==> config.mk <==
export PLATFORM = sky130hd
export DESIGN_NAME = eeprom_page_write_sequencer_top
export DESIGN_NICKNAME = d
export VERILOG_FILES = /design/src/hw/rtl/epws_pkg.sv /design/src/hw/rtl/epws_front.sv /design/src/hw/rtl/epws_queue.sv /design/src/hw/rtl/epws_back.sv /design/src/hw/rtl/eeprom_page_write_sequencer_top.sv
export SDC_FILE = /design/constraint.sdc
export NUM_CORES = 1
export LEC_CHECK = 0
export BUFFER_PORTS_ARGS = -buffer_cell sky130_fd_sc_hd__buf_2
export CAP_MARGIN = 20
export CORE_MARGIN = 2
export CORE_UTILIZATION = 60
export CTS_CLUSTER_DIAMETER = 120
export CTS_CLUSTER_SIZE = 8
export DETAILED_ROUTE_END_ITERATION = 16
export GPL_ROUTABILITY_DRIVEN = 0
export PLACE_DENSITY = 0.78
export SKIP_CTS_REPAIR_TIMING = 1
export SYNTH_ARGS = -nofsm -noshare
export SYNTH_HDL_FRONTEND = slang
export SYNTH_SLANG_ARGS = --single-unit
==> constraint.sdc <==
create_clock -name clk -period 6.91 [get_ports clk]
set_input_delay 1.7275 -clock clk [delete_from_list [all_inputs] [get_ports clk]]
set_output_delay 1.7275 -clock clk [all_outputs]
set_load 0.01 [all_outputs]
==> src/hw/rtl/epws_pkg.sv <==
// Shared types and constants of the EEPROM page-write sequencer.
// Used by the front end, the descriptor queue, the command back end and the top level.
package epws_pkg;

	// Bus command codes
	localparam logic [1:0] CMD_START = 2'd0;
	localparam logic [1:0] CMD_SEND  = 2'd1;
	localparam logic [1:0] CMD_STOP  = 2'd2;
	localparam logic [1:0] CMD_WAIT  = 2'd3;

	// Configuration register indexes
	localparam logic CFG_WIDE_ADDRESS   = 1'b0;
	localparam logic CFG_PAGE_SIZE_LOG2 = 1'b1;

	// Reset values of the configuration registers
	localparam logic       WIDE_ADDRESS_RST   = 1'b1;
	localparam logic [3:0] PAGE_SIZE_LOG2_RST = 4'd4;

	// Device address byte base
	localparam logic [7:0] DEVICE_BASE = 8'hA0;

	// Depth of the queue between front and back
	localparam int QDEPTH = 4;

	// Number of command slots one byte can expand to
	localparam int NSLOTS = 13;

	// One classified byte, ready for expansion into bus commands
	typedef struct packed {
		logic        first;      // open a write at open_addr before the data
		logic [15:0] open_addr;  // address of the data byte
		logic [7:0]  data;       // data byte
		logic        boundary;   // close and reopen at next_addr after the data
		logic [15:0] next_addr;  // address after the data byte
		logic        last;       // close the write at the end
		logic        wide;       // two address bytes
	} desc_t;

endpackage

==> src/hw/rtl/epws_front.sv <==
// Front end of the EEPROM page-write sequencer: configuration registers, burst state,
// classification of each accepted byte into a descriptor. Depends on epws_pkg.
module epws_front (
	input  logic                 clk,
	input  logic                 arst_n,
	input  logic                 cfg_valid,
	input  logic                 cfg_index,
	input  logic [3:0]           cfg_data,
	input  logic                 in_accept,
	input  logic [7:0]           data_byte,
	input  logic [15:0]          start_address,
	input  logic                 first,
	input  logic                 last,
	output logic                 push,
	output epws_pkg::desc_t      push_desc
);

	logic        wide_q;
	logic [3:0]  psz_q;
	logic [15:0] cur_addr_q;
	logic        open_q;

	logic [15:0] base_addr;
	logic [15:0] next_addr;
	logic [15:0] page_mask;
	logic        boundary;

	// Classify the incoming byte
	always_comb begin
		base_addr = first ? start_address : cur_addr_q;
		next_addr = base_addr + 16'd1;
		page_mask = 16'((17'd1 << psz_q) - 17'd1);
		boundary  = (next_addr & page_mask) == 16'd0;
		push      = in_accept && (first || open_q);

		push_desc.first     = first;
		push_desc.open_addr = base_addr;
		push_desc.data      = data_byte;
		push_desc.boundary  = boundary;
		push_desc.next_addr = next_addr;
		push_desc.last      = last;
		push_desc.wide      = wide_q;
	end

	// Configuration registers
	always_ff @(posedge clk or negedge arst_n) begin
		if (!arst_n) begin
			wide_q <= epws_pkg::WIDE_ADDRESS_RST;
			psz_q  <= epws_pkg::PAGE_SIZE_LOG2_RST;
		end else if (cfg_valid) begin
			unique case (cfg_index)
				epws_pkg::CFG_WIDE_ADDRESS:   wide_q <= cfg_data[0];
				epws_pkg::CFG_PAGE_SIZE_LOG2: psz_q  <= cfg_data;
				default: ;
			endcase
		end
	end

	// Advance the address and track the open burst; drop bytes outside a burst
	always_ff @(posedge clk or negedge arst_n) begin
		if (!arst_n) begin
			cur_addr_q <= 16'd0;
			open_q     <= 1'b0;
		end else if (push) begin
			cur_addr_q <= next_addr;
			open_q     <= !last;
		end
	end

endmodule

==> src/hw/rtl/epws_queue.sv <==
// Short descriptor queue between front and back of the page-write sequencer.
// Register array with read and write pointers. Depends on epws_pkg.
module epws_queue (
	input  logic                 clk,
	input  logic                 arst_n,
	input  logic                 wr_en,
	input  epws_pkg::desc_t      wr_data,
	output logic                 full,
	output logic                 rd_valid,
	output epws_pkg::desc_t      rd_data,
	input  logic                 rd_en
);

	localparam int PW = (epws_pkg::QDEPTH > 1) ? $clog2(epws_pkg::QDEPTH) : 1;
	localparam int CW = $clog2(epws_pkg::QDEPTH + 1);

	epws_pkg::desc_t      mem_q [epws_pkg::QDEPTH];
	logic [PW-1:0]        wr_ptr_q;
	logic [PW-1:0]        rd_ptr_q;
	logic [CW-1:0]        count_q;

	assign full     = count_q == CW'(epws_pkg::QDEPTH);
	assign rd_valid = count_q != '0;
	assign rd_data  = mem_q[rd_ptr_q];

	// Store entries
	always_ff @(posedge clk) begin
		if (wr_en) begin
			mem_q[wr_ptr_q] <= wr_data;
		end
	end

	// Move pointers and count
	always_ff @(posedge clk or negedge arst_n) begin
		if (!arst_n) begin
			wr_ptr_q <= '0;
			rd_ptr_q <= '0;
			count_q  <= '0;
		end else begin
			if (wr_en) begin
				wr_ptr_q <= (wr_ptr_q == PW'(epws_pkg::QDEPTH - 1)) ? '0 : wr_ptr_q + 1'b1;
			end
			if (rd_en) begin
				rd_ptr_q <= (rd_ptr_q == PW'(epws_pkg::QDEPTH - 1)) ? '0 : rd_ptr_q + 1'b1;
			end
			unique case ({wr_en, rd_en})
				2'b10:   count_q <= count_q + 1'b1;
				2'b01:   count_q <= count_q - 1'b1;
				default: count_q <= count_q;
			endcase
		end
	end

	// A write never meets a full queue, a read never an empty one
	assert property (@(posedge clk) disable iff (!arst_n) wr_en |-> !full)
		else $error("queue write while full");
	assert property (@(posedge clk) disable iff (!arst_n) rd_en |-> rd_valid)
		else $error("queue read while empty");
	assert property (@(posedge clk) disable iff (!arst_n)
		count_q <= CW'(epws_pkg::QDEPTH))
		else $error("queue count out of range");

endmodule

==> src/hw/rtl/epws_back.sv <==
// Back end of the page-write sequencer: expands each descriptor into bus commands,
// one per cycle unless out_ready stalls, via a registered output stage. Depends on epws_pkg.
module epws_back (
	input  logic                 clk,
	input  logic                 arst_n,
	input  logic                 q_valid,
	input  epws_pkg::desc_t      q_data,
	output logic                 q_pop,
	output logic                 out_valid,
	input  logic                 out_ready,
	output logic [1:0]           command,
	output logic [7:0]           bus_byte,
	output logic                 final_res
);

	localparam int SW = $clog2(epws_pkg::NSLOTS);

	// Command slots in emission order
	localparam logic [SW-1:0] SLOT_OPEN_START = SW'(0);
	localparam logic [SW-1:0] SLOT_OPEN_DEV   = SW'(1);
	localparam logic [SW-1:0] SLOT_OPEN_HI    = SW'(2);
	localparam logic [SW-1:0] SLOT_OPEN_LO    = SW'(3);
	localparam logic [SW-1:0] SLOT_DATA       = SW'(4);
	localparam logic [SW-1:0] SLOT_PG_STOP    = SW'(5);
	localparam logic [SW-1:0] SLOT_PG_WAIT    = SW'(6);
	localparam logic [SW-1:0] SLOT_PG_START   = SW'(7);
	localparam logic [SW-1:0] SLOT_PG_DEV     = SW'(8);
	localparam logic [SW-1:0] SLOT_PG_HI      = SW'(9);
	localparam logic [SW-1:0] SLOT_PG_LO      = SW'(10);
	localparam logic [SW-1:0] SLOT_END_STOP   = SW'(11);
	localparam logic [SW-1:0] SLOT_END_WAIT   = SW'(12);

	epws_pkg::desc_t              cur_q;
	logic [epws_pkg::NSLOTS-1:0]  rem_q;
	logic                         active_q;
	logic                         out_valid_q;
	logic [1:0]                   cmd_q;
	logic [7:0]                   byte_q;
	logic                         fin_q;

	logic [SW-1:0]                slot;
	logic [epws_pkg::NSLOTS-1:0]  rem_next;
	logic                         fin;
	logic                         load_out;
	logic [epws_pkg::NSLOTS-1:0]  new_mask;
	logic [15:0]                  sel_addr;
	logic [7:0]                   dev_byte;
	logic [1:0]                   cmd_d;
	logic [7:0]                   byte_d;

	// Slots that a descriptor enables
	always_comb begin
		new_mask = {q_data.last, q_data.last,
			q_data.boundary, q_data.boundary & q_data.wide, q_data.boundary,
			q_data.boundary, q_data.boundary, q_data.boundary,
			1'b1,
			q_data.first, q_data.first & q_data.wide, q_data.first, q_data.first};
	end

	// Pick the lowest pending slot
	always_comb begin
		slot = '0;
		for (int i = epws_pkg::NSLOTS - 1; i >= 0; i--) begin
			if (rem_q[i]) begin
				slot = SW'(i);
			end
		end
		rem_next = rem_q & ~(epws_pkg::NSLOTS'(1) << slot);
		fin      = rem_next == '0;
		load_out = active_q && (!out_valid_q || out_ready);
		q_pop    = q_valid && (!active_q || (load_out && fin));
	end

	// Build the command of the chosen slot
	always_comb begin
		sel_addr = (slot < SLOT_PG_STOP) ? cur_q.open_addr : cur_q.next_addr;
		dev_byte = cur_q.wide ? epws_pkg::DEVICE_BASE
			: epws_pkg::DEVICE_BASE + {sel_addr[14:8], 1'b0};
		unique case (slot)
			SLOT_OPEN_START, SLOT_PG_START: begin
				cmd_d  = epws_pkg::CMD_START;
				byte_d = 8'd0;
			end
			SLOT_OPEN_DEV, SLOT_PG_DEV: begin
				cmd_d  = epws_pkg::CMD_SEND;
				byte_d = dev_byte;
			end
			SLOT_OPEN_HI, SLOT_PG_HI: begin
				cmd_d  = epws_pkg::CMD_SEND;
				byte_d = sel_addr[15:8];
			end
			SLOT_OPEN_LO, SLOT_PG_LO: begin
				cmd_d  = epws_pkg::CMD_SEND;
				byte_d = sel_addr[7:0];
			end
			SLOT_DATA: begin
				cmd_d  = epws_pkg::CMD_SEND;
				byte_d = cur_q.data;
			end
			SLOT_PG_STOP, SLOT_END_STOP: begin
				cmd_d  = epws_pkg::CMD_STOP;
				byte_d = 8'd0;
			end
			SLOT_PG_WAIT, SLOT_END_WAIT: begin
				cmd_d  = epws_pkg::CMD_WAIT;
				byte_d = 8'd0;
			end
			default: begin
				cmd_d  = epws_pkg::CMD_START;
				byte_d = 8'd0;
			end
		endcase
	end

	// Hold the current descriptor
	always_ff @(posedge clk) begin
		if (q_pop) begin
			cur_q <= q_data;
		end
	end

	// Track pending slots
	always_ff @(posedge clk or negedge arst_n) begin
		if (!arst_n) begin
			rem_q    <= '0;
			active_q <= 1'b0;
		end else if (q_pop) begin
			rem_q    <= new_mask;
			active_q <= 1'b1;
		end else if (load_out) begin
			rem_q <= rem_next;
			if (fin) begin
				active_q <= 1'b0;
			end
		end
	end

	// Output register
	always_ff @(posedge clk or negedge arst_n) begin
		if (!arst_n) begin
			out_valid_q <= 1'b0;
		end else if (load_out) begin
			out_valid_q <= 1'b1;
		end else if (out_ready) begin
			out_valid_q <= 1'b0;
		end
	end

	always_ff @(posedge clk) begin
		if (load_out) begin
			cmd_q  <= cmd_d;
			byte_q <= byte_d;
			fin_q  <= fin;
		end
	end

	assign out_valid = out_valid_q;
	assign command   = cmd_q;
	assign bus_byte  = byte_q;
	assign final_res = fin_q;

	// An active descriptor always has a pending slot
	assert property (@(posedge clk) disable iff (!arst_n) active_q |-> rem_q != '0)
		else $error("active descriptor with no pending command");
	// A loaded descriptor always has its data slot pending
	assert property (@(posedge clk) disable iff (!arst_n)
		q_pop |=> rem_q[SLOT_DATA])
		else $error("descriptor loaded without data command");
	// Finishing with nothing queued leaves the back end idle
	assert property (@(posedge clk) disable iff (!arst_n)
		(load_out && fin && !q_valid) |=> !active_q)
		else $error("back end stayed active after its last command");

endmodule

==> src/hw/rtl/eeprom_page_write_sequencer_top.sv <==
// Path: an accepted transfer is written into the descriptor queue, popped into the back end's
// descriptor register, and each of its commands is registered in the output stage behind m_tvalid.
// One bus command per cycle while m_tready keeps the output free; a byte causes 1 to 13 commands.
// Input transfers continue while the four-entry descriptor queue has room.
// Reset (arst_n low): burst closed, address zero, wide_address 1, page_size_log2 4, queue empty.
module eeprom_page_write_sequencer_top (
	input  logic         clk,
	input  logic         arst_n,
	input  logic         s_tvalid,
	output logic         s_tready,
	input  logic [23:0]  s_tdata,   // [7:0] data_byte, [23:8] start_address
	input  logic         s_tuser,   // [0] first
	input  logic         s_tlast,   // last byte of the burst
	output logic         m_tvalid,
	input  logic         m_tready,
	output logic [15:0]  m_tdata,   // [1:0] command, [9:2] bus_byte, [15:10] zero
	output logic         m_tlast,   // final_res
	input  logic         cfg_valid,
	output logic         cfg_ready,
	input  logic         cfg_index,
	input  logic [3:0]   cfg_data
);

	logic                push;
	epws_pkg::desc_t     push_desc;
	logic                q_full;
	logic                q_valid;
	epws_pkg::desc_t     q_data;
	logic                q_pop;
	logic [1:0]          command;
	logic [7:0]          bus_byte;

	assign s_tready  = !q_full;
	assign cfg_ready = 1'b1;

	// Classify and track the burst
	epws_front u_front (
		.clk           (clk),
		.arst_n        (arst_n),
		.cfg_valid     (cfg_valid),
		.cfg_index     (cfg_index),
		.cfg_data      (cfg_data),
		.in_accept     (s_tvalid && s_tready),
		.data_byte     (s_tdata[7:0]),
		.start_address (s_tdata[23:8]),
		.first         (s_tuser),
		.last          (s_tlast),
		.push          (push),
		.push_desc     (push_desc)
	);

	// Decouple front and back
	epws_queue u_queue (
		.clk      (clk),
		.arst_n   (arst_n),
		.wr_en    (push),
		.wr_data  (push_desc),
		.full     (q_full),
		.rd_valid (q_valid),
		.rd_data  (q_data),
		.rd_en    (q_pop)
	);

	// Expand into bus commands
	epws_back u_back (
		.clk       (clk),
		.arst_n    (arst_n),
		.q_valid   (q_valid),
		.q_data    (q_data),
		.q_pop     (q_pop),
		.out_valid (m_tvalid),
		.out_ready (m_tready),
		.command   (command),
		.bus_byte  (bus_byte),
		.final_res (m_tlast)
	);

	assign m_tdata = {6'd0, bus_byte, command};

endmodule
* Word-level counts from Yosys, hierarchy flattened
Memories as Yosys holds them, arrays and structs flattened.
Index checks and enable logic that the tools add are counted.
** Word-level totals
- Flip-flop bits (word level) :: 96
- Bits in latches :: 0
- Bits in writable memories :: 176
- Memory bits (read-only) :: 0
- Bits of input ports :: 36
- Output and inout bits :: 20
- Word-level logic and storage cells :: 108
- Memories kept :: 1
** Operators by class
- Add/subtract/negate cells :: 7
- Multipliers :: 0
- Divide/modulo/power cells :: 0
- Magnitude comparators :: 1
- Equality and inequality tests :: 16
- Shift-type cells :: 2
- Mux-type cells :: 30
- Bitwise logic cells :: 6
- Reduce and logical (&&, ||, !) cells :: 28
** Memory list
- u_queue.mem_q :: depth 4, bits a word 44, rd ports 1, clocked after memory_dff 0, write ports 1, RTL line epws_queue.sv:17 : epws_pkg::desc_t mem_q [epws_pkg::QDEPTH];
** Operators by type and width (number)
- $mux W4 :: 13
- $mux W16 :: 2
- $pmux W8 S4 :: 1
- $mux W13 :: 2
- $eq A4 B4 Y1 const B :: 5
- $add A16 B1 Y16 const B :: 1
- $and A16 B16 Y16 :: 1
- $logic_not A16 Y1 :: 1
- $shl A1 B4 Y16 const A :: 1
- $sub A16 B1 Y16 const B :: 1
- $and A13 B13 Y13 :: 1
- $logic_not A13 Y1 :: 1
- $not A13 Y13 :: 1
- $shl A1 B4 Y13 const A :: 1
- $eq A4 B3 Y1 const B :: 3
- $reduce_or A2 Y1 :: 5
- $add A8 B8 Y8 const A :: 1
- $eq A4 B2 Y1 const B :: 2
- $mux W8 :: 1
- $reduce_bool A2 Y1 :: 4
- $mux W1 :: 7
- $reduce_or A7 Y1 :: 1
- $eq A2 B2 Y1 const B :: 3
- $pmux W2 S3 :: 1
- 16 further kinds :: 30

* Depth between registers and ports, before layout
- Word-level depth :: 22
- Mapped depth :: 16
- Depth with buffers taken out :: 13

* Cells and area by module
Synthesis repeated with hierarchy kept, for this count alone.
** Second synthesis, totals
- Cells, all modules :: 760
- Area, all modules :: 12004.0 um^2
** Modules (own cells, without submodules)
- epws_queue :: instances 1, cells each 269, area each 6830.3 um^2, seq. area each 5460.2 um^2
- epws_back :: instances 1, cells each 260, area each 3171.8 um^2, seq. area each 1936.9 um^2
- epws_front :: instances 1, cells each 220, area each 1931.9 um^2, seq. area each 553.0 um^2
- eeprom_page_write_sequencer_top :: instances 1, cells each 11, area each 70.1 um^2, seq. area each 0.0 um^2

* Worst setup path after synthesis
Ideal clock, no wire load.
- Kind :: in2reg
- Start :: in s_tuser
- End :: mem u_queue.mem_q[0][0] in the netlist's numbering, enable pin
- Setup time :: 446 ps
- Arrival :: 4631 ps
- Required time :: 6464 ps
- Setup slack :: 1833 ps
- Stages :: 6
- Buffers on the path :: 4
- Cell sequence :: buf_4 buf_2 buf_2 o21ai_1 clkbuf_1 nor2_1
** On the way
- Word-level cells in the longest chain between the ends :: 4
** RTL lines
- start: declaration :: RTL line eeprom_page_write_sequencer_top.sv:12 : input logic s_tuser,
- $logic_or A1 B1 Y1 :: RTL line epws_front.sv:34 : push = in_accept && (first || open_q);
- $logic_and A1 B1 Y1 :: RTL line epws_front.sv:34
- $mux W1 :: RTL line epws_queue.sv:28 : if (wr_en) begin
- $mux W1 (implied by the code) :: RTL line epws_queue.sv:29 : mem_q[wr_ptr_q] <= wr_data;
- end: declaration :: RTL line epws_queue.sv:17
No other way between the ends.

==> run metrics <==
Internal=between 4 and 5 mW; area delta synth->final=14.2%; asr flop ratio synth=between 10% and 20%; Worst Hold Depth=1; drt initial violations=around 500; H-tree depth=2; top post-synthesis cells by area=edfxtp_1 59%, dfrtp_1 9.0%, mux4_2 7.9%; post-route ant nets=0; Ys Warns=0; combinational power share=approximately a third; r2r endpoint=u_queue.count_q[2]; Worst Hold Class=register to register; Final Critical Period=about 4600 ps; global route overflow=0; post-DP HPWL=14.0 mm; Mapped Cells=700; width of the die=around 140 µm; predominant post-synthesis flop cell=edfxtp_1; CTS tree=yes; Routed WL=about 23 mm; FF+latch count, synth=around 270; Worst VDD drop=around 210 µV; WP data arrival=4950 ps; P_leak=a little under 5 nW; fillers=1171; final worst-path cycle share=between 60% and 70%; CTS Buf Count=39; area of the multi-input gates=0.00342 mm²; layout cell share with drive strength beyond 1=between 20% and 30%; Post-synth EDFFs=around 230; Die Y=between 100 and 150 µm; Slew Viols, Final=0; final hold vios=0; Finish-stage setup viols=0; mean post-synth cell area=between 15 and 20 µm²; vias in the first global route=6718; CP Class=primary input to register; R2R Setup Slk=approximately 2700 ps; Worst Path Max Fanout=34; die area=0.0205 mm²; outcome=finished clean; post-synth top area share=about three fifths; Core Region=about 0.019 mm²; Worst-Skew Late Latency=around 500 ps; crit path to=u_queue.mem_q[2][18]; Worst-Margin Slew=965 ps; CP Launch Point=s_tuser; largest area contributor in the netlist=edfxtp_1; max frequency=roughly 220 MHz; Worst slew margin=a little over a third; wire per inst=roughly 22 µm; Flop pwr share=39.9%; drt first pass iters=6; sequential cell area fraction in the yosys report=68.4%; Via Count=~6.5k; sw power=about 2.1 mW; power per cell area=roughly 480 mW/mm²; Initial Utilization=between 60 and 70%; Crit path required time=approximately 7200 ps; Port Buffer Count=48; total of max-cap violations=0; switching share of power=32.7%; initial antenna violation count=0; Crit Reg-Reg Startpoint=u_back.rem_q[10]; sequential cell area=0.00795 mm²; type of origin of the critical path=primary input; number of top-level pins=56; first-pass GRT wire length=about 37 mm; All-Layer GR Usage=a little under a quarter; depth of the most critical reg-to-reg path=14; Antenna diodes=0; Setup Total Neg Slack=0 ps; CTS max path bufs=3; hold_ws=503 ps; Vias/cell=6.16; synthesized area=between 0.01 and 0.015 mm²; RSZ-0062 raised after global routing=no; Crit. End Element=register; synth unique cells=73; Cell Rows=50; Root Buffer=clkbuf_16; number of nets in the layout=between 800 and 900; power share of the clock group=between 20% and 30%; clk_skew=15.1 ps; DRC viols=0; clock-pin slew on the worst setup and hold paths=50 ps; clock sink count=about 270; largest net degree at the start of global routing=between 50 and 60
[per-layer routing]
layer | share of wire, % | GRT usage (%) | vias to the layer above
li1 | - | - | 2868
met1 | 41 | 32.6 | 3228
met2 | 49 | 39.6 | 331
met3 | 7.3 | 4.33 | 55
met4 | 2.4 | 8.08 | 0
met5 | 0 | 0 | -
[stage by stage]
stage	cell area (µm²)	cells	worst slack [ps]	utilization (%)	power, mW
2_1_floorplan	11600	705	1830	-	4.03
3_3_place_gp	12100	990	2090	64.4	4.49
3_5_place_dp	12100	990	1880	64.4	4.60
4_1_cts	13200	1052	2320	70.3	6.34
5_1_grt	13300	1053	2040	70.5	6.61
6_report	13300	1053	2290	70.5	6.32
[state kept, by name, indices dropped and copies added, names as in the netlist, 2 cells and up]
signal,count
u_front.psz_q,4
u_back.command,2
u_queue.wr_ptr_q,2
u_front.cur_addr_q,16
u_back.bus_byte,8
u_queue.rd_ptr_q,2
u_back.cur_q,41
u_queue.count_q,3
u_queue.mem_q,176
u_back.rem_q,13
[kinds of logic (layout without fill, tap and decap cells)]
family                   Yosys count  after routing  synth area share [%]
XOR/XNOR                          18             18                  1.36
AO/OA/AOI/OAI                     88             88                  5.86
buffers and inverters             65            153                  2.56
other                              2              7                0.0646
AND/OR/NAND/NOR                  129            129                  5.79
adder cells (fa/ha/maj)           12             12                  1.31
multiplexers                     114            114                  14.6
flip-flops                       272            272                  68.4
[cells in the mapped netlist (3+ instances only)]
cell type,n
a211o_1,4
a211oi_1,3
a21o_1,3
a21oi_1,12
a2bb2oi_1,3
a31oi_1,4
buf_1,9
buf_2,4
buf_4,9
clkbuf_1,9
dfrtp_1,42
edfxtp_1,228
ha_1,9
inv_1,32
mux2_2,35
mux2i_1,38
mux4_2,41
nand2_1,34
nand2b_1,6
nand3_1,13
nand3b_1,6
nor2_1,28
nor2b_1,7
nor3_1,7
nor4_1,5
o21ai_0,18
o221ai_1,5
o22ai_1,6
o31ai_1,5
or2_2,3
or3_1,3
xnor2_1,11
xor2_1,7
[cells in the final DEF (no fill, tap or decap), drive strengths merged, types with 11 or more instances in the layout]
master	synthesis	final
nor2	31	31
xnor2	11	11
dfrtp	42	42
o21ai	19	19
a21oi	12	12
clkbuf	9	62
nand3	14	14
edfxtp	228	228
mux4	41	41
nand2	34	34
buf	24	59
mux2	35	35
inv	32	32
mux2i	38	38
[how the worst min path moves through the flow]
stage | startpoint | endpoint | slack [ps]
2_1_floorplan | u_back.active_q | u_back.out_valid | 460
3_3_place_gp | u_back.active_q | u_back.out_valid | 480
3_5_place_dp | u_queue.count_q[0] | u_queue.count_q[0] | 490
4_1_cts | u_queue.count_q[0] | u_queue.count_q[0] | 500
5_1_grt | u_queue.count_q[0] | u_queue.count_q[0] | 520
6_report | u_front.cur_addr_q[14] | u_front.cur_addr_q[14] | 500
[final cells by class]
cell class	count	share of cell area, %
Timing Repair Buffer	59	2.58
Inverter	32	0.905
Tap cell	260	2.45
Sequential cell	272	59.9
Multi-Input combinational cell	368	25.8
Clock buffer	62	8.33
[power by group through the flow]
stage	registers, mW	logic [mW]	clock network, mW
after floorplan	2.50	1.53	0
after global placement	2.51	1.98	0
after detailed placement	2.54	2.06	0
after CTS	2.52	2.09	1.73
after global routing	2.56	2.25	1.80
final	2.52	2.10	1.70
[worst max-delay path, cell delays in order]
cell and delay [ps]:
buf_2 540, mux2i_1 570, inv_1 250, ha_1 260, inv_1 150, a221oi_4 80, xnor2_1 210, a221o_1 370
a221o_1 260, a211oi_1 220, o2111a_1 290
Power figures use the tool's default switching activity.
